$ cat config.mk
export PLATFORM = sky130hd
export DESIGN_NAME = segment_bargraph_display_scanner
export DESIGN_NICKNAME = d
export VERILOG_FILES = /design/src/rtl/core/sbds_pkg.sv /design/src/rtl/core/segment_bargraph_display_scanner.sv
export SDC_FILE = /design/constraint.sdc
export NUM_CORES = 1
export LEC_CHECK = 0
export BUFFER_PORTS_ARGS = -buffer_cell sky130_fd_sc_hd__clkbuf_2
export CAP_MARGIN = 20
export CORE_MARGIN = 1.5
export CORE_UTILIZATION = 50
export CTS_BUF_LIST = sky130_fd_sc_hd__clkbuf_4 sky130_fd_sc_hd__clkbuf_8
export CTS_CLUSTER_DIAMETER = 100
export DETAILED_ROUTE_END_ITERATION = 6
export GPL_ROUTABILITY_DRIVEN = 1
export PLACE_DENSITY = 0.68
export SYNTH_ARGS = -nofsm -noshare
export SYNTH_HDL_FRONTEND = slang
export SYNTH_SLANG_ARGS = --single-unit
$ cat constraint.sdc
create_clock -name clk -period 4.4 [get_ports clk]
set_input_delay 0.66 -clock clk [delete_from_list [all_inputs] [get_ports clk]]
set_output_delay 0.66 -clock clk [all_outputs]
set_load 0.02 [all_outputs]
$ cat src/rtl/core/sbds_pkg.sv
package sbds_pkg;

	// Display geometry.
	localparam int NUM_DIGITS = 5;
	localparam int BAR_LEDS   = 21;
	localparam int QUO_W      = 21;   // bits of 20 * (bar_value - range_low)
	localparam int CNT_W      = 5;    // holds 0 .. BAR_LEDS
	localparam int MASK_W     = 26;

	// Command codes.
	localparam logic [1:0] OP_CHAR    = 2'd0;
	localparam logic [1:0] OP_BAR     = 2'd1;
	localparam logic [1:0] OP_REFRESH = 2'd2;

	// Register indexes.
	localparam logic [1:0] REG_RANGE_LOW  = 2'd0;
	localparam logic [1:0] REG_RANGE_HIGH = 2'd1;
	localparam logic [1:0] REG_BAR_MODE   = 2'd2;

	typedef struct packed {
		logic [1:0]         opcode;
		logic [2:0]         digit_index;
		logic [7:0]         char_code;
		logic signed [15:0] bar_value;
	} cmd_t;

	typedef struct packed {
		logic [2:0]  digit_select;
		logic [15:0] segment_word;
	} res_t;

	typedef enum logic [1:0] {
		ST_IDLE,
		ST_DIV,
		ST_DRAW
	} state_t;

	// Seven-segment font for codes 0x20 .. 0x7F.
	localparam logic [7:0] FONT [0:95] = '{
		8'h00, 8'h00, 8'h00, 8'h00, 8'h00, 8'h00, 8'h00, 8'h00,
		8'h00, 8'h00, 8'h00, 8'h00, 8'h80, 8'h40, 8'h80, 8'h00,
		8'h3F, 8'h06, 8'h5B, 8'h4F, 8'h66, 8'h6D, 8'h7D, 8'h07,
		8'h7F, 8'h6F, 8'h00, 8'h00, 8'h00, 8'h00, 8'h00, 8'h00,
		8'h00, 8'h77, 8'h7F, 8'h39, 8'h5E, 8'h79, 8'h71, 8'h7D,
		8'h76, 8'h06, 8'h0E, 8'h00, 8'h38, 8'h00, 8'h00, 8'h3F,
		8'h73, 8'h00, 8'h00, 8'h6D, 8'h00, 8'h3E, 8'h00, 8'h00,
		8'h00, 8'h66, 8'h00, 8'h00, 8'h00, 8'h00, 8'h00, 8'h00,
		8'h00, 8'h5C, 8'h7C, 8'h58, 8'h5E, 8'h7B, 8'h71, 8'h6F,
		8'h74, 8'h04, 8'h0C, 8'h00, 8'h30, 8'h00, 8'h54, 8'h5C,
		8'h73, 8'h67, 8'h50, 8'h6D, 8'h78, 8'h1C, 8'h00, 8'h00,
		8'h00, 8'h66, 8'h00, 8'h00, 8'h46, 8'h00, 8'h00, 8'h00
	};

	// Position of each bargraph LED in the 26-bit mask.
	localparam logic [MASK_W-1:0] LED_BIT [0:BAR_LEDS-1] = '{
		26'h2000000, 26'h1000000, 26'h0080000, 26'h0100000, 26'h0800000,
		26'h0400000, 26'h0040000, 26'h0200000, 26'h0020000, 26'h0010000,
		26'h0000001, 26'h0000002, 26'h0000004, 26'h0000008, 26'h0000010,
		26'h0000020, 26'h0000040, 26'h0000080, 26'h0000100, 26'h0000200,
		26'h0000400
	};

endpackage

$ cat src/rtl/core/segment_bargraph_display_scanner.sv
// Multiplexed seven-segment display and bargraph scanner. A command item is
// taken when start is high and busy is low. A character write stores a font
// pattern in one digit word, and busy does not rise. A bargraph value
// scales (bar_value - range_low) against (range_high - range_low) into a
// count of 1 to 21 LEDs, drawn as a line or a dot into digit words 3 and
// 4. The scaling runs on one subtractor that produces one quotient bit per
// cycle, so busy stays high after the item is taken while the 21 quotient
// bits are formed and then while the mask is drawn; when the value is at
// or below the low end or the range is empty, only the draw step is made. A
// refresh tick presents the next digit word and its select on res for
// exactly one cycle, marked by res_valid, in the cycle after the item is
// taken. The receiver cannot stall: it must capture res whenever res_valid
// is high. Register writes are taken on any cycle cfg_we is high and should
// only be made while the block is idle.
module segment_bargraph_display_scanner import sbds_pkg::*; (
	input  logic        clk,
	input  logic        arst_n,
	input  logic        start,
	output logic        busy,
	input  cmd_t        cmd,
	output logic        res_valid,
	output res_t        res,
	input  logic        cfg_we,
	input  logic [1:0]  cfg_index,
	input  logic [15:0] cfg_data
);

	// Configuration registers.
	logic signed [15:0] low_q;
	logic signed [15:0] high_q;
	logic               mode_q;

	// Display state.
	logic [15:0] digit_q [0:NUM_DIGITS-1];
	logic [2:0]  scan_q;

	// Sequencer and divider state.
	state_t             state_q, state_d;
	logic [QUO_W-1:0]   quo_q;    // dividend shifting out, quotient shifting in
	logic [15:0]        rem_q;
	logic [15:0]        dvs_q;
	logic [CNT_W-1:0]   step_q;
	logic               spec_q;
	logic [CNT_W-1:0]   spec_cnt_q;

	res_t res_q;
	logic res_valid_q;

	logic accept;
	logic div_en;
	logic draw_en;

	// Differences and special cases, evaluated when a bargraph item is taken.
	logic signed [16:0] diff_d;
	logic signed [16:0] span_r;
	logic               d_nonpos;
	logic               r_nonpos;
	logic [QUO_W-1:0]   dividend;

	assign accept   = start && !busy;
	assign diff_d   = {cmd.bar_value[15], cmd.bar_value} - {low_q[15], low_q};
	assign span_r   = {high_q[15], high_q} - {low_q[15], low_q};
	assign d_nonpos = diff_d[16] || (diff_d == 17'sd0);
	assign r_nonpos = span_r[16] || (span_r == 17'sd0);
	// 20 * d as 16 * d + 4 * d; d is positive here and fits in 16 bits.
	assign dividend = {1'b0, diff_d[15:0], 4'b0000} + {3'b000, diff_d[15:0], 2'b00};

	// One restoring division step.
	logic [16:0] rem_sh;
	logic        ge;
	logic [16:0] rem_sub;

	assign rem_sh  = {rem_q, quo_q[QUO_W-1]};
	assign ge      = rem_sh >= {1'b0, dvs_q};
	assign rem_sub = rem_sh - {1'b0, dvs_q};

	// LED count and mask.
	logic [CNT_W-1:0]  led_cnt;
	logic [MASK_W-1:0] mask;

	always_comb begin
		if (spec_q) begin
			led_cnt = spec_cnt_q;
		end else if (quo_q >= QUO_W'(BAR_LEDS - 1)) begin
			led_cnt = CNT_W'(BAR_LEDS);
		end else begin
			led_cnt = quo_q[CNT_W-1:0] + CNT_W'(1);
		end
	end

	always_comb begin
		mask = '0;
		if (mode_q) begin
			mask = LED_BIT[led_cnt - CNT_W'(1)];
		end else begin
			for (int i = 0; i < BAR_LEDS; i++) begin
				if (CNT_W'(i) < led_cnt) begin
					mask = mask | LED_BIT[i];
				end
			end
		end
	end

	// Font lookup for character writes.
	logic [6:0] ch;
	logic [6:0] font_idx;
	logic [7:0] glyph;
	logic       idx_ok;

	assign ch       = cmd.char_code[6:0];
	assign font_idx = ch - 7'h20;
	assign glyph    = ((ch >= 7'h20) ? FONT[font_idx] : 8'h00) | {cmd.char_code[7], 7'b0};
	assign idx_ok   = {1'b0, cmd.digit_index} < 4'(NUM_DIGITS);

	// Next-state logic.
	always_comb begin
		state_d = state_q;
		case (state_q)
			ST_IDLE: begin
				if (accept && cmd.opcode == OP_BAR) begin
					if (d_nonpos || r_nonpos) begin
						state_d = ST_DRAW;
					end else begin
						state_d = ST_DIV;
					end
				end
			end
			ST_DIV: begin
				if (step_q == '0) begin
					state_d = ST_DRAW;
				end
			end
			ST_DRAW: begin
				state_d = ST_IDLE;
			end
			default: begin
				state_d = ST_IDLE;
			end
		endcase
	end

	// Sequencer outputs.
	always_comb begin
		busy    = 1'b1;
		div_en  = 1'b0;
		draw_en = 1'b0;
		case (state_q)
			ST_IDLE: begin
				busy = 1'b0;
			end
			ST_DIV: begin
				div_en = 1'b1;
			end
			ST_DRAW: begin
				draw_en = 1'b1;
			end
			default: begin
				busy = 1'b1;
			end
		endcase
	end

	always_ff @(posedge clk or negedge arst_n) begin
		if (!arst_n) begin
			state_q <= ST_IDLE;
		end else begin
			state_q <= state_d;
		end
	end

	// Configuration port.
	always_ff @(posedge clk or negedge arst_n) begin
		if (!arst_n) begin
			low_q  <= 16'sd0;
			high_q <= 16'sd100;
			mode_q <= 1'b0;
		end else if (cfg_we) begin
			case (cfg_index)
				REG_RANGE_LOW:  low_q  <= cfg_data;
				REG_RANGE_HIGH: high_q <= cfg_data;
				REG_BAR_MODE:   mode_q <= cfg_data[0];
				default: ;
			endcase
		end
	end

	// Divider datapath. Payload only, so no reset.
	always_ff @(posedge clk) begin
		if (accept && cmd.opcode == OP_BAR) begin
			quo_q      <= dividend;
			rem_q      <= '0;
			dvs_q      <= span_r[15:0];
			step_q     <= CNT_W'(QUO_W - 1);
			spec_q     <= d_nonpos || r_nonpos;
			spec_cnt_q <= d_nonpos ? CNT_W'(1) : CNT_W'(BAR_LEDS);
		end else if (div_en) begin
			quo_q  <= {quo_q[QUO_W-2:0], ge};
			rem_q  <= ge ? rem_sub[15:0] : rem_sh[15:0];
			step_q <= step_q - CNT_W'(1);
		end
	end

	// Digit words and scan position.
	always_ff @(posedge clk or negedge arst_n) begin
		if (!arst_n) begin
			for (int i = 0; i < NUM_DIGITS; i++) begin
				digit_q[i] <= '0;
			end
			scan_q <= '0;
		end else begin
			if (accept && cmd.opcode == OP_CHAR && idx_ok) begin
				digit_q[cmd.digit_index] <= {8'h00, glyph};
			end
			if (draw_en) begin
				digit_q[4] <= {6'b0, mask[MASK_W-1:16]};
				digit_q[3] <= mask[15:0];
			end
			if (accept && cmd.opcode == OP_REFRESH) begin
				if ({1'b0, scan_q} == 4'(NUM_DIGITS - 1)) begin
					scan_q <= '0;
				end else begin
					scan_q <= scan_q + 3'd1;
				end
			end
		end
	end

	// Result register: one cycle per refresh, never held.
	always_ff @(posedge clk or negedge arst_n) begin
		if (!arst_n) begin
			res_valid_q <= 1'b0;
		end else begin
			res_valid_q <= accept && cmd.opcode == OP_REFRESH;
		end
	end

	always_ff @(posedge clk) begin
		if (accept && cmd.opcode == OP_REFRESH) begin
			res_q.digit_select <= scan_q;
			res_q.segment_word <= digit_q[scan_q];
		end
	end

	assign res_valid = res_valid_q;
	assign res       = res_q;

	// The scan position always names an existing digit.
	a_scan_range: assert property (@(posedge clk) disable iff (!arst_n)
		{1'b0, scan_q} < 4'(NUM_DIGITS))
		else $error("scan position out of range");

	// A result only follows an accepted refresh, and the block is idle then.
	a_res_source: assert property (@(posedge clk) disable iff (!arst_n)
		res_valid |-> !busy)
		else $error("result while busy");

	// The last division step always hands over to the draw cycle.
	a_div_end: assert property (@(posedge clk) disable iff (!arst_n)
		(state_q == ST_DIV && step_q == '0) |=> state_q == ST_DRAW)
		else $error("division did not finish");

	// Drawing always returns to idle in the next cycle.
	a_draw_one: assert property (@(posedge clk) disable iff (!arst_n)
		state_q == ST_DRAW |=> state_q == ST_IDLE)
		else $error("draw state held");

endmodule
# Yosys cells after proc, flatten, opt, wreduce, memory -nomap -nowiden
# Memories as Yosys holds them, arrays and structs flattened.
# Index checks and enable logic that the tools add are counted.
[totals]
ff_bits = 202
mem_bits_ro = 1856
input_bits = 51
output_inout_bits = 21
word_cells = 144
memories = 2
[memory_table]
columns = ["memory", "depth", "word_bits", "read_ports", "rd_clocked_by_memory_dff", "wr", "line", "source"]
rows = [
  ["(name not given)", 128, 8, 1, 0, 0, "segment_bargraph_display_scanner.sv:112", "assign glyph = ((ch >= 7'h20) ? FONT[font_idx] : 8'h00) | {cmd.char_code[7], 7'b0};"],
  ["(name not given)", 32, 26, 1, 0, 0, "segment_bargraph_display_scanner.sv:94", "mask = LED_BIT[led_cnt - CNT_W'(1)];"],
]
[op_classes]
add_sub_neg = 9
magnitude_cmp = 30
eq_ne = 9
mux = 49
n_bitwise = 5
reduce_logical = 21
[op_table]
columns = ["cell", "n"]
rows = [
  ["26-bit two-way mux", 4],
  ["80-bit bitwise mux", 1],
  ["16-bit two-way mux", 4],
  ["32-bit two-way mux", 2],
  ["21-bit two-way mux", 3],
  ["16-bit binary-select mux with 3-bit select", 1],
  ["16-bit demux with 3-bit select", 1],
  ["4-bit by 5-bit less-than comparator with 1-bit output (first input constant)", 8],
  ["17-bit zero test", 2],
  ["16-bit by 16-bit subtractor with 17-bit output", 2],
  ["8-bit two-way mux", 4],
  ["5-bit less-than comparator (first input constant)", 5],
  ["25-bit two-way mux", 1],
  ["24-bit two-way mux", 1],
  ["23-bit two-way mux", 1],
  ["22-bit two-way mux", 1],
  ["20-bit by 18-bit adder with 21-bit output", 1],
  ["21-bit by 5-bit greater-or-equal comparator with 1-bit output (second input constant)", 1],
  ["3-bit by 5-bit less-than comparator with 1-bit output (first input constant)", 4],
  ["20-bit two-way mux", 1],
  ["5-bit two-way mux", 4],
  ["19-bit two-way mux", 1],
  ["18-bit two-way mux", 1],
  ["17-bit by 16-bit greater-or-equal comparator with 1-bit output", 1],
  ["other kinds (39)", 68],
]

# Longest topological paths before layout
# Gate-level depths: netlist of the first run.
[logic_depth]
ltp_word = 27
mapped_depth = 19
ltp_nobuf = 19

# Worst setup path before layout of the first run
# No wires, ideal clock.
[synth_timing]
path_type = "in2reg"
startpoint = "input cmd[0] (netlist bit)"
endpoint = "register quo_q[18] (data pin)"
setup_time_ns = 0.265
arrival_ns = 4.042
required_time_ns = 4.135
setup_slack_ns = 0.093
path_stages = 19
n_path_buf = 0
cell_sequence = "inv_1 ha_1 fa_1 nor2b_1 o31a_1 o21a_1 nor2_1 xnor2_1 ha_1 o21ai_1 a21oi_1 o311a_1 o211a_1 nor2_1 nor4_1 o41a_1 maj3_1 xnor2_1 o21ai_1"
[synth_between]
elab_chain_len = 3
[synth_lines]
columns = ["element", "line", "source"]
rows = [
  ["from (decl)", "segment_bargraph_display_scanner.sv:20", "input cmd_t cmd,"],
  ["16-bit by 16-bit subtractor with 17-bit output", "segment_bargraph_display_scanner.sv:61", "assign diff_d = {cmd.bar_value[15], cmd.bar_value} - {low_q[15], low_q};"],
  ["20-bit by 18-bit adder with 21-bit output", "segment_bargraph_display_scanner.sv:66", "assign dividend = {1'b0, diff_d[15:0], 4'b0000} + {3'b000, diff_d[15:0], 2'b00};"],
  ["21-bit two-way mux", "segment_bargraph_display_scanner.sv:189", "if (accept && cmd.opcode == OP_BAR) begin"],
  ["to (signal assigned)", "segment_bargraph_display_scanner.sv:190", "quo_q <= dividend;"],
  ["to (signal assigned)", "segment_bargraph_display_scanner.sv:197", "quo_q <= {quo_q[QUO_W-2:0], ge};"],
  ["to (decl)", "segment_bargraph_display_scanner.sv:39", "logic [QUO_W-1:0] quo_q;"],
]
# No other way between the ends.
# A chain may end at the register's enable or synchronous reset.

# Worst setup path in the final report of the first run
[layout_timing]
startpoint = "register low_q[0]"
endpoint = "register quo_q[18] (data pin)"
[layout_between]
elab_chain_len = 3
[layout_lines]
columns = ["element", "line", "source"]
rows = [
  ["from (decl)", "segment_bargraph_display_scanner.sv:29", "logic signed [15:0] low_q;"],
  ["from (signal assigned)", "segment_bargraph_display_scanner.sv:179", "REG_RANGE_LOW: low_q <= cfg_data;"],
  ["16-bit by 16-bit subtractor with 17-bit output", "segment_bargraph_display_scanner.sv:61", ""],
  ["20-bit by 18-bit adder with 21-bit output", "segment_bargraph_display_scanner.sv:66", ""],
  ["21-bit two-way mux", "segment_bargraph_display_scanner.sv:189", ""],
]
# No other way between the ends.

==> results of run 1 <==
## worst register-to-register path, stage by stage, from the launching register on
cell                      delay [ns]
sky130_fd_sc_hd__dfrtp_1        0.42
sky130_fd_sc_hd__ha_1           0.21
sky130_fd_sc_hd__fa_2           0.35
sky130_fd_sc_hd__nor2b_2        0.13
sky130_fd_sc_hd__o31a_1         0.21
sky130_fd_sc_hd__o21a_1         0.12
sky130_fd_sc_hd__nor2_1         0.04
sky130_fd_sc_hd__xnor2_1        0.22
sky130_fd_sc_hd__ha_1           0.29
sky130_fd_sc_hd__o21ai_1        0.11
sky130_fd_sc_hd__a21oi_1        0.08
sky130_fd_sc_hd__o311a_1        0.32
sky130_fd_sc_hd__o211a_1        0.28
sky130_fd_sc_hd__nor2_2         0.11
sky130_fd_sc_hd__nor4_1         0.08
sky130_fd_sc_hd__o41a_1         0.36
sky130_fd_sc_hd__maj3_2         0.32
sky130_fd_sc_hd__xnor2_1        0.14
sky130_fd_sc_hd__o21ai_1        0.07
## power groups by stage
stage / registers [mW] / logic, mW / clock network [mW]
5_1_grt: 2.43 / 4.00 / 1.13
3_5_place_dp: 2.40 / 3.53 / 0
2_1_floorplan: 2.24 / 2.62 / 0
3_3_place_gp: 2.39 / 3.46 / 0
4_1_cts: 2.37 / 3.55 / 1.07
6_report: 2.38 / 3.58 / 1.05
## final timing paths
kind / depth (start not counted) / from / endpoint
worst max register to register: 18 / low_q[0] / quo_q[18]
max in group asynchronous: 2 / arst_n / high_q[6]
worst max-delay path: 18 / low_q[0] / quo_q[18]
worst min-delay path: 1 / arst_n / digit_q[71]
worst min register to register: 2 / rem_q[6] / rem_q[6]
min in group clk: 3 / cfg_data[3] / low_q[3]
## metal layers
metal / vias up / GRT usage / wire length (microns)
li1: 4605 / - / -
met3: 35 / 0.0416 / 1570
met1: 4328 / 0.328 / 12100
met5: - / 0 / 0
met4: 0 / 0.0762 / 431
met2: 296 / 0.379 / 12100
## layout by cell type (no fill, tap or decap), types with 28 or more instances in the layout
cell	count
sky130_fd_sc_hd__mux2i_1	28
sky130_fd_sc_hd__nor2_1	100
sky130_fd_sc_hd__nand2_1	122
sky130_fd_sc_hd__o21ai_0	102
sky130_fd_sc_hd__clkbuf_2	70
sky130_fd_sc_hd__mux2_2	41
sky130_fd_sc_hd__edfxtp_1	54
sky130_fd_sc_hd__xnor2_1	33
sky130_fd_sc_hd__inv_1	80
sky130_fd_sc_hd__a21oi_1	77
sky130_fd_sc_hd__ha_1	74
sky130_fd_sc_hd__buf_4	50
sky130_fd_sc_hd__dfrtp_1	81
## cell families (layout without fill, tap and decap cells)
kind of cell             Yosys count  count (layout)  share of synthesized area
flip-flops                       159             159                      0.379
AO/OA/AOI/OAI                    351             351                      0.204
AND/OR/NAND/NOR                  375             375                      0.164
multiplexers                      69              69                     0.0678
other                              1               1                   0.000343
adder cells (fa/ha/maj)           80              80                     0.0940
buffers and inverters            134             234                     0.0475
XOR/XNOR                          53              53                     0.0438
## per-stage QoR
stage	std cells	TNS, ns	util
after CTS	1596	0	0.574
after global placement	1564	-0.180	0.556
after floorplan	1222	0	-
after detailed placement	1564	-0.407	0.556
final	1597	0	0.576
after global routing	1597	0	0.576
## area by class of cell
class | instances | area [sq um] | share of cell area
inverters | 82 | 308 | 0.0252
multi-input cells | 929 | 6320 | 0.517
clock inverters | 11 | 104 | 0.00850
clock buffers | 21 | 270 | 0.0221
repair buffers | 120 | 726 | 0.0594
well taps | 275 | 344 | 0.0282
flip-flops and latches | 159 | 4150 | 0.339
## flip-flops by register name (all words and copies together), names as in the netlist, 2 cells and up
register and count:
dvs_q 16, state_q 2, low_q 16, digit_q 45, high_q 16, rem_q 16, quo_q 21, step_q 5
scan_q 3, res 15
## timing repair
action / 4_1_cts / 5_1_grt
hold endpoints to repair: 0 / 0
resized for setup: 0 / 12
endpoints found under the setup margin: 0 / 3
buffers inserted: 0 / 1
==> flow_summary.json, run 1 <==
{
  "status": "finished clean",
  "count_of_unique_library_cells_instantiated_by_yosys": 82,
  "post_syn_nets": 1352,
  "yosys.cell_count.top_type": "sky130_fd_sc_hd__nand2_1",
  "root_buffer": "sky130_fd_sc_hd__clkbuf_8",
  "post-route-min-period_ns": 4.13,
  "place.port_buffers": 71,
  "fin_ws_ns": 0.274,
  "num_rows": 53,
  "total_power_mw": 7.01,
  "edff_count_synth": 54,
  "num-fill-cells": 1901,
  "synth.avg_cell_area_sq_um": 8.95,
  "core_area_sq_um": 21200,
  "dpl_cell_area_sq_um": 11800,
  "final_antenna_net_count": 0,
  "clkSlewWorstSetupHoldPaths_ns": 0.10,
  "finalHoldWorstSlack_ns": 0.184,
  "combinationalPowerShare": 0.511,
  "insertion_delay_ns": 0.48,
  "vdd_ir_drop_max_mv": 0.277,
  "gpl.final_weighted_congestion": 0.914,
  "antenna_found_initial": 0,
  "avgViaCountPerCell": 5.80,
  "layout_stage_area_growth_over_the_synthesis_result_pct": 11.7,
  "yosysSeqAreaShare": 0.379,
  "timing.reg2reg.setup_slack_ns": 0.27,
  "power.static_leakage_nw": 5.38,
  "critical_path.n_buffers_inverters": 0,
  "critical_path.slowest_cell": "sky130_fd_sc_hd__dfrtp_1",
  "power.density_nw_per_um2": 574,
  "switching_power_mw": 2.88,
  "floorplan.die_area_sq_um": 22800,
  "grt_setup_unrepaired": "false",
  "post_synth_instance_area_sq_um": 10900,
  "post-dp-hpwl_mm": 19.8,
  "num-nets-final": 1439,
  "clock_path_buffers": 2,
  "p_int_mw": 4.14,
  "wire_length_of_the_first_global_routing_pass_mm": 42.8,
  "yosys.area.top_type": "sky130_fd_sc_hd__dfrtp_1",
  "worst_setup_path_start_kind": "flop",
  "synth_top_cells_by_count": "sky130_fd_sc_hd__nand2_1 (122), sky130_fd_sc_hd__nor2_1 (102), sky130_fd_sc_hd__o21ai_0 (102)",
  "clkPwrFrac": 0.150,
  "worst_hold_path_type": "in -> async",
  "end_kind": "flop",
  "finalHoldViolations": 0,
  "ys_dominant_reg_cell": "sky130_fd_sc_hd__dfrtp_1",
  "critPathRequiredTime_ns": 4.61,
  "firstDrtPassIters": 5,
  "synth_top_cells_by_area": "sky130_fd_sc_hd__dfrtp_1 (19%), sky130_fd_sc_hd__edfxtp_1 (15%), sky130_fd_sc_hd__ha_1 (8.6%)",
  "cap_violations": 0,
  "final-setup-viol-count": 0,
  "timing.final.crit_share": 0.938,
  "layout-drive-gt1-share": 0.169,
  "switching_share": 0.410,
  "route.detailed.drc": 0,
  "pre_cts_slack_ns": -0.183,
  "wl_mm": 26.2,
  "die_y_microns": 151,
  "cts_tree": "done",
  "io-pin-count": 72,
  "maximum_number_of_pins_on_one_net_before_global_route_repair": 48,
  "worst-setup-path-type": "reg -> reg",
  "post_synth_inst_count": 1222,
  "cts_buffers": 17,
  "synth.top_cell.area_share": 0.185,
  "fmax_mhz": 242,
  "synthArstFlopShare": 0.528,
  "synth-seq-cells": 159,
  "tightest_slew_ns": 1.01,
  "grt_usage": 0.238,
  "critPathMaxFanout": 3,
  "avgRoutedWirePerCell_microns": 16.4,
  "final_design_area_no_fill_sq_um": 12200,
  "crit_arrival_ns": 4.34,
  "vias": 9264,
  "synth_warnings": 0,
  "gr-total-overflow": 0,
  "slew_headroom": 0.326,
  "die_width_microns": 151,
  "initial_core_utilization": 0.516,
  "power.share.sequential": 0.339,
  "finalClockSkew_ns": 0.0195,
  "drc_marker_count_from_the_first_detailed_route_iteration": 678,
  "cpPeakStageDelay_ns": 0.42,
  "cp_cell_instances": "ha_1 -> fa_2 -> nor2b_2 -> o31a_1 -> o21a_1 -> nor2_1 -> xnor2_1 -> ha_1 -> o21ai_1 -> a21oi_1 -> o311a_1 -> o211a_1 -> nor2_2 -> nor4_1 -> o41a_1 -> maj3_2 -> xnor2_1 -> o21ai_1",
  "ctsHtreeMaxLevel": 4,
  "maxSlewViolCount": 0,
  "antenna-diode-count": 0,
  "worst_path_dominant_cell_family": "compound AO/OA/AOI/OAI gates",
  "cts_num_sinks": 159,
  "grt_pass1_vias": 8553,
  "cts.hold.buffers_added": 0
}
(Power assumes the default switching activity.)
==> inputs of run 2 (changes only) <==
Settings changed: SKIP_CTS_REPAIR_TIMING from default to 1.
Clock period 4.4 ns to 4.5 ns, I/O delays scaled along.
==> run 2 against run 1 <==
Against the previous run:
- worst hold slack better by 0.055 ns
- sequential power is 3% lower
- wire length is 1.3% lower
- fmax is 3.1% lower
- utilization is 0.46 points lower
- first-iteration DRC count is 1.2% higher
- power is 2.4% lower
- count of clock-buffer cells in the layout is 1 higher
==> flow_summary.json, run 2 (synthesis gave the netlist of run 1 again) <==
{
  "die_y_microns": 151,
  "timing.reg2reg.setup_slack_ns": 0.24,
  "post-dp-hpwl_mm": 19.4,
  "largest_registers": "digit_q x45, quo_q x21",
  "layout-drive-gt1-share": 0.149,
  "totalNegativeSetupSlack_ns": 0,
  "post-route-min-period_ns": 4.26,
  "vias": 9041,
  "final_design_area_no_fill_sq_um": 12100,
  "clkSlewWorstSetupHoldPaths_ns": 0.10,
  "wl_mm": 25.9,
  "critical_path.startpoint": "low_q[2]",
  "slew_headroom": 0.299,
  "root_buffer": "sky130_fd_sc_hd__clkbuf_8",
  "most_common_cell_after_layout_fill_and_taps_aside": "sky130_fd_sc_hd__nand2_1",
  "power.density_nw_per_um2": 564,
  "worst_hold_path_type": "in -> async",
  "power.static_leakage_nw": 5.32,
  "drc_marker_count_from_the_first_detailed_route_iteration": 686,
  "critical_path.slowest_cell": "sky130_fd_sc_hd__maj3_1",
  "largest_register": "digit_q",
  "layout_common_cells": "sky130_fd_sc_hd__nand2_1 (122), sky130_fd_sc_hd__nor2_1 (102), sky130_fd_sc_hd__o21ai_0 (102)",
  "layout_stage_area_growth_over_the_synthesis_result_pct": 10.8,
  "fmax_mhz": 235,
  "wire_length_of_the_first_global_routing_pass_mm": 42.8,
  "avgViaCountPerCell": 5.72,
  "avgRoutedWirePerCell_microns": 16.4,
  "grt_usage": 0.238,
  "antenna_found_initial": 0,
  "maxSlewViolCount": 0,
  "fin_ws_ns": 0.244,
  "critical_path.reg2reg.startpoint": "low_q[2]",
  "gr-total-overflow": 0,
  "maximum_number_of_pins_on_one_net_before_global_route_repair": 53,
  "cts_buffers": 17,
  "num-nets-final": 1422,
  "finalHoldViolations": 0,
  "crit_arrival_ns": 4.46,
  "finalHoldWorstSlack_ns": 0.239,
  "dpl_cell_area_sq_um": 11700,
  "grt_pass1_vias": 8558,
  "gpl.final_weighted_congestion": 0.918,
  "timing.final.crit_share": 0.946,
  "initial_core_utilization": 0.516,
  "critPathMaxFanout": 4,
  "clock_path_buffers": 2,
  "insertion_delay_ns": 0.47,
  "io-pin-count": 72,
  "status": "finished clean",
  "cts_tree": "done",
  "critical_path.reg2reg.endpoint": "quo_q[18]",
  "worst-setup-path-type": "reg -> reg",
  "route.detailed.drc": 0,
  "firstDrtPassIters": 5,
  "worst_setup_path_start_kind": "flop",
  "core_area_sq_um": 21200,
  "final_antenna_net_count": 0,
  "die_width_microns": 151,
  "r2r_cells": 18,
  "layout.core_utilization": 0.571,
  "tightest_slew_ns": 1.05,
  "cts_num_sinks": 159,
  "floorplan.die_area_sq_um": 22800,
  "cp_cell_instances": "inv_1 -> ha_1 -> nor2b_1 -> o31a_1 -> o211a_1 -> o21ai_1 -> nand2b_1 -> a211oi_1 -> nor2_1 -> ha_1 -> or3_1 -> o211a_1 -> nor2_1 -> nor4_1 -> o41a_1 -> maj3_1 -> xnor2_1 -> o21ai_1",
  "ctsHtreeMaxLevel": 4,
  "final-setup-viol-count": 0,
  "end_kind": "flop",
  "vdd_ir_drop_max_mv": 0.272,
  "largest_register_ff_count": 45,
  "place.port_buffers": 71,
  "pre_cts_slack_ns": -0.150,
  "cap_violations": 0,
  "finalClockSkew_ns": 0.0217,
  "cpPeakStageDelay_ns": 0.38,
  "critPathRequiredTime_ns": 4.71,
  "num_rows": 53,
  "setup.worst_path.end": "quo_q[18]",
  "antenna-diode-count": 0,
  "grt_setup_unrepaired": "false"
}
run 2: layout make-up:
cell class / instances / area (sq um)
clock buffer: 22 / 290
clock inverter: 10 / 149
fill: 1938 / 9100
inverter: 82 / 308
multi-input combinational: 929 / 6280
sequential: 159 / 4150
tap: 275 / 344
timing repair buffer: 103 / 598
run 2: report_power, final:
part	switching (mW)	leakage, nW	internal [mW]
clock network	0.559	0.228	0.616
logic	1.86	3.35	1.48
registers	0.340	1.74	1.98
total	2.76	5.32	4.08
run 2: metal layers:
layer  vias up  GRT usage  wire, microns  share of wire
met3        28     0.0467           1360          0.053
li1       4559          -              -              -
met5         -          0              0              0
met1      4233      0.322          12200           0.47
met4         0     0.0612            319          0.012
met2       221      0.390          12000           0.46
run 2: through the flow:
stage	power, mW	cells
final	6.84	1580
after global routing	7.38	1580
after CTS	6.86	1580
after detailed placement	5.67	1548
after global placement	5.61	1548
after floorplan	4.75	1222
run 2: how the worst min path moves through the flow:
stage	depth (start not counted)	start	slack, ns	end
final	1	arst_n	0.24	digit_q[39]
after global routing	1	arst_n	0.27	digit_q[39]
after CTS	1	arst_n	0.25	digit_q[39]
after detailed placement	1	digit_q[9]	0.47	digit_q[9]
after global placement	2	rem_q[6]	0.47	rem_q[6]
after floorplan	0	arst_n	0.38	digit_q[0]
run 2: worst max-delay path: cells and delay by family (launching register included):
family | cells | cell delay [ns]
simple gates | 6 | 0.85
buf+inv | 1 | 0.11
flops | 1 | 0.37
fa+ha+maj | 3 | 0.87
compound gates | 7 | 1.66
xor+xnor | 1 | 0.14
==> inputs of run 3 (changes only) <==
Clock period 4.5 ns to 5.5 ns, I/O delays scaled along.
==> run 3 against run 2 <==
Against the previous run:
- cell area shrank 1.7%
- register-to-register slack gained 0.72 ns
- power shrank 20%
- combinational power shrank 22%
- worst hold slack lost 0.015 ns
- final cell count shrank 1.7%
- sequential power shrank 18%
- clock skew shrank 0.0026 ns
- non-clock buffer count shrank 27
- wire length shrank 1.5%
- critical path type is now in -> reg
==> flow_summary.json, run 3 (synthesis gave the netlist of run 1 again) <==
{
  "fmax_mhz": 217,
  "critPathRequiredTime_ns": 5.69,
  "critical_path.n_buffers_inverters": 3,
  "worst-setup-path-type": "in -> reg",
  "grt_setup_unrepaired": "false",
  "maximum_number_of_pins_on_one_net_before_global_route_repair": 69,
  "critical_path.startpoint": "cmd[0]",
  "num-nets-final": 1395,
  "largest_register_ff_count": 45,
  "place.port_buffers": 71,
  "insertion_delay_ns": 0.46,
  "grt_usage": 0.231,
  "drc_marker_count_from_the_first_detailed_route_iteration": 591,
  "cpPeakStageDelay_ns": 0.62,
  "gpl.final_weighted_congestion": 0.931,
  "end_kind": "flop",
  "io-pin-count": 72,
  "firstDrtPassIters": 5,
  "num_rows": 53,
  "largest_registers": "digit_q x45, quo_q x21",
  "route.detailed.drc": 0,
  "root_buffer": "sky130_fd_sc_hd__clkbuf_8",
  "clkSlewWorstSetupHoldPaths_ns": 0.08,
  "cts_num_sinks": 159,
  "worst_hold_path_type": "in -> async",
  "totalNegativeSetupSlack_ns": 0,
  "tightest_slew_ns": 1.05,
  "post-dp-hpwl_mm": 19.2,
  "gr-total-overflow": 0,
  "core_area_sq_um": 21200,
  "critical_path.slowest_cell": "sky130_fd_sc_hd__a2111oi_0",
  "worst_setup_path_start_kind": "primary input",
  "layout-drive-gt1-share": 0.131,
  "cp_cell_instances": "clkbuf_2 -> inv_1 -> ha_1 -> fa_1 -> nor2b_1 -> o31a_1 -> o21a_1 -> nor2_1 -> xnor2_1 -> ha_1 -> o21ai_1 -> inv_1 -> a2111oi_0 -> nor2_1 -> a311oi_1 -> a221oi_1 -> o41a_1 -> mux2i_1 -> nand3_1",
  "power.static_leakage_nw": 5.18,
  "crit_arrival_ns": 4.80,
  "power.density_nw_per_um2": 458,
  "critPathMaxFanout": 3,
  "slew_headroom": 0.297,
  "antenna-diode-count": 0,
  "final_antenna_net_count": 0,
  "avgRoutedWirePerCell_microns": 16.4,
  "timing.final.crit_share": 0.837,
  "post-route-min-period_ns": 4.60,
  "total_power_mw": 5.45,
  "antenna_found_initial": 0,
  "clock_path_buffers": 2,
  "avgViaCountPerCell": 5.81,
  "cts_tree": "done",
  "vdd_ir_drop_max_mv": 0.210,
  "die_width_microns": 151,
  "cap_violations": 0,
  "initial_core_utilization": 0.516,
  "maxSlewViolCount": 0,
  "finalHoldViolations": 0,
  "status": "finished clean",
  "most_common_cell_after_layout_fill_and_taps_aside": "sky130_fd_sc_hd__nand2_1",
  "critical_path.reg2reg.startpoint": "low_q[0]",
  "finalHoldWorstSlack_ns": 0.224,
  "worst_path_dominant_cell_family": "compound AO/OA/AOI/OAI gates",
  "vias": 9030,
  "floorplan.die_area_sq_um": 22800,
  "largest_register": "digit_q",
  "finalClockSkew_ns": 0.0192,
  "grt_pass1_vias": 8359,
  "die_y_microns": 151,
  "layout_stage_area_growth_over_the_synthesis_result_pct": 8.89,
  "layout_common_cells": "sky130_fd_sc_hd__nand2_1 (122), sky130_fd_sc_hd__nor2_1 (102), sky130_fd_sc_hd__o21ai_0 (102)",
  "wl_mm": 25.5,
  "ctsHtreeMaxLevel": 4,
  "cts_buffers": 17,
  "final-setup-viol-count": 0,
  "wire_length_of_the_first_global_routing_pass_mm": 41.8
}
[run 3: changes by cell type in the layout (fill, tap and decap cells not counted)]
cell                         previous run  this run
sky130_fd_sc_hd__bufinv_16              3         4
sky130_fd_sc_hd__inv_8                  1         0
sky130_fd_sc_hd__clkinvlp_4             0         1
sky130_fd_sc_hd__clkinv_4               2         3
sky130_fd_sc_hd__clkbuf_8              20        17
sky130_fd_sc_hd__buf_4                 33         6
sky130_fd_sc_hd__inv_6                  2         0
sky130_fd_sc_hd__clkbuf_4               2         4
sky130_fd_sc_hd__inv_4                  2         0
sky130_fd_sc_hd__clkinv_2               0         3
[run 3: worst paths after layout]
| check | endpoint | slack (ns) | cells past startpoint |
|---|---|---|---|
| max | quo_q[19] | 0.90 | 19 |
| min | digit_q[55] | 0.22 | 1 |
| max reg2reg | quo_q[19] | 0.96 | 17 |
| min reg2reg | rem_q[4] | 0.49 | 2 |
| max in group asynchronous | low_q[6] | 4.12 | 2 |
| min in group clk | rem_q[4] | 0.49 | 2 |
[run 3: layer usage]
metal / routed length, microns / track usage
met5: 0 / 0
met3: 1200 / 0.0380
met2: 11900 / 0.368
met1: 12000 / 0.321
met4: 429 / 0.0728
[run 3: area by class of cell]
type                            instances  area (sq um)
Timing Repair Buffer                   76           395
Clock buffer                           21           264
Clock inverter                         11           169
Multi-Input combinational cell        929          6280
Tap cell                              275           344
Fill cell                            1970          9310
Inverter                               82           308
Sequential cell                       159          4150
[run 3: per-stage QoR]
step / setup WS (ns) / util / area, sq um / instances
2_1_floorplan: 1.03 / - / 10900 / 1222
6_report: 0.895 / 0.561 / 11900 / 1553
5_1_grt: 0.701 / 0.561 / 11900 / 1553
3_5_place_dp: 0.467 / 0.541 / 11500 / 1521
3_3_place_gp: 0.617 / 0.541 / 11500 / 1521
4_1_cts: 0.933 / 0.561 / 11900 / 1553
[run 3: where the power goes]
part           total (mW)  switching [mW]  internal (mW)
Combinational        2.61            1.50           1.11
Sequential           1.90           0.280           1.62
Clock               0.947           0.433          0.514
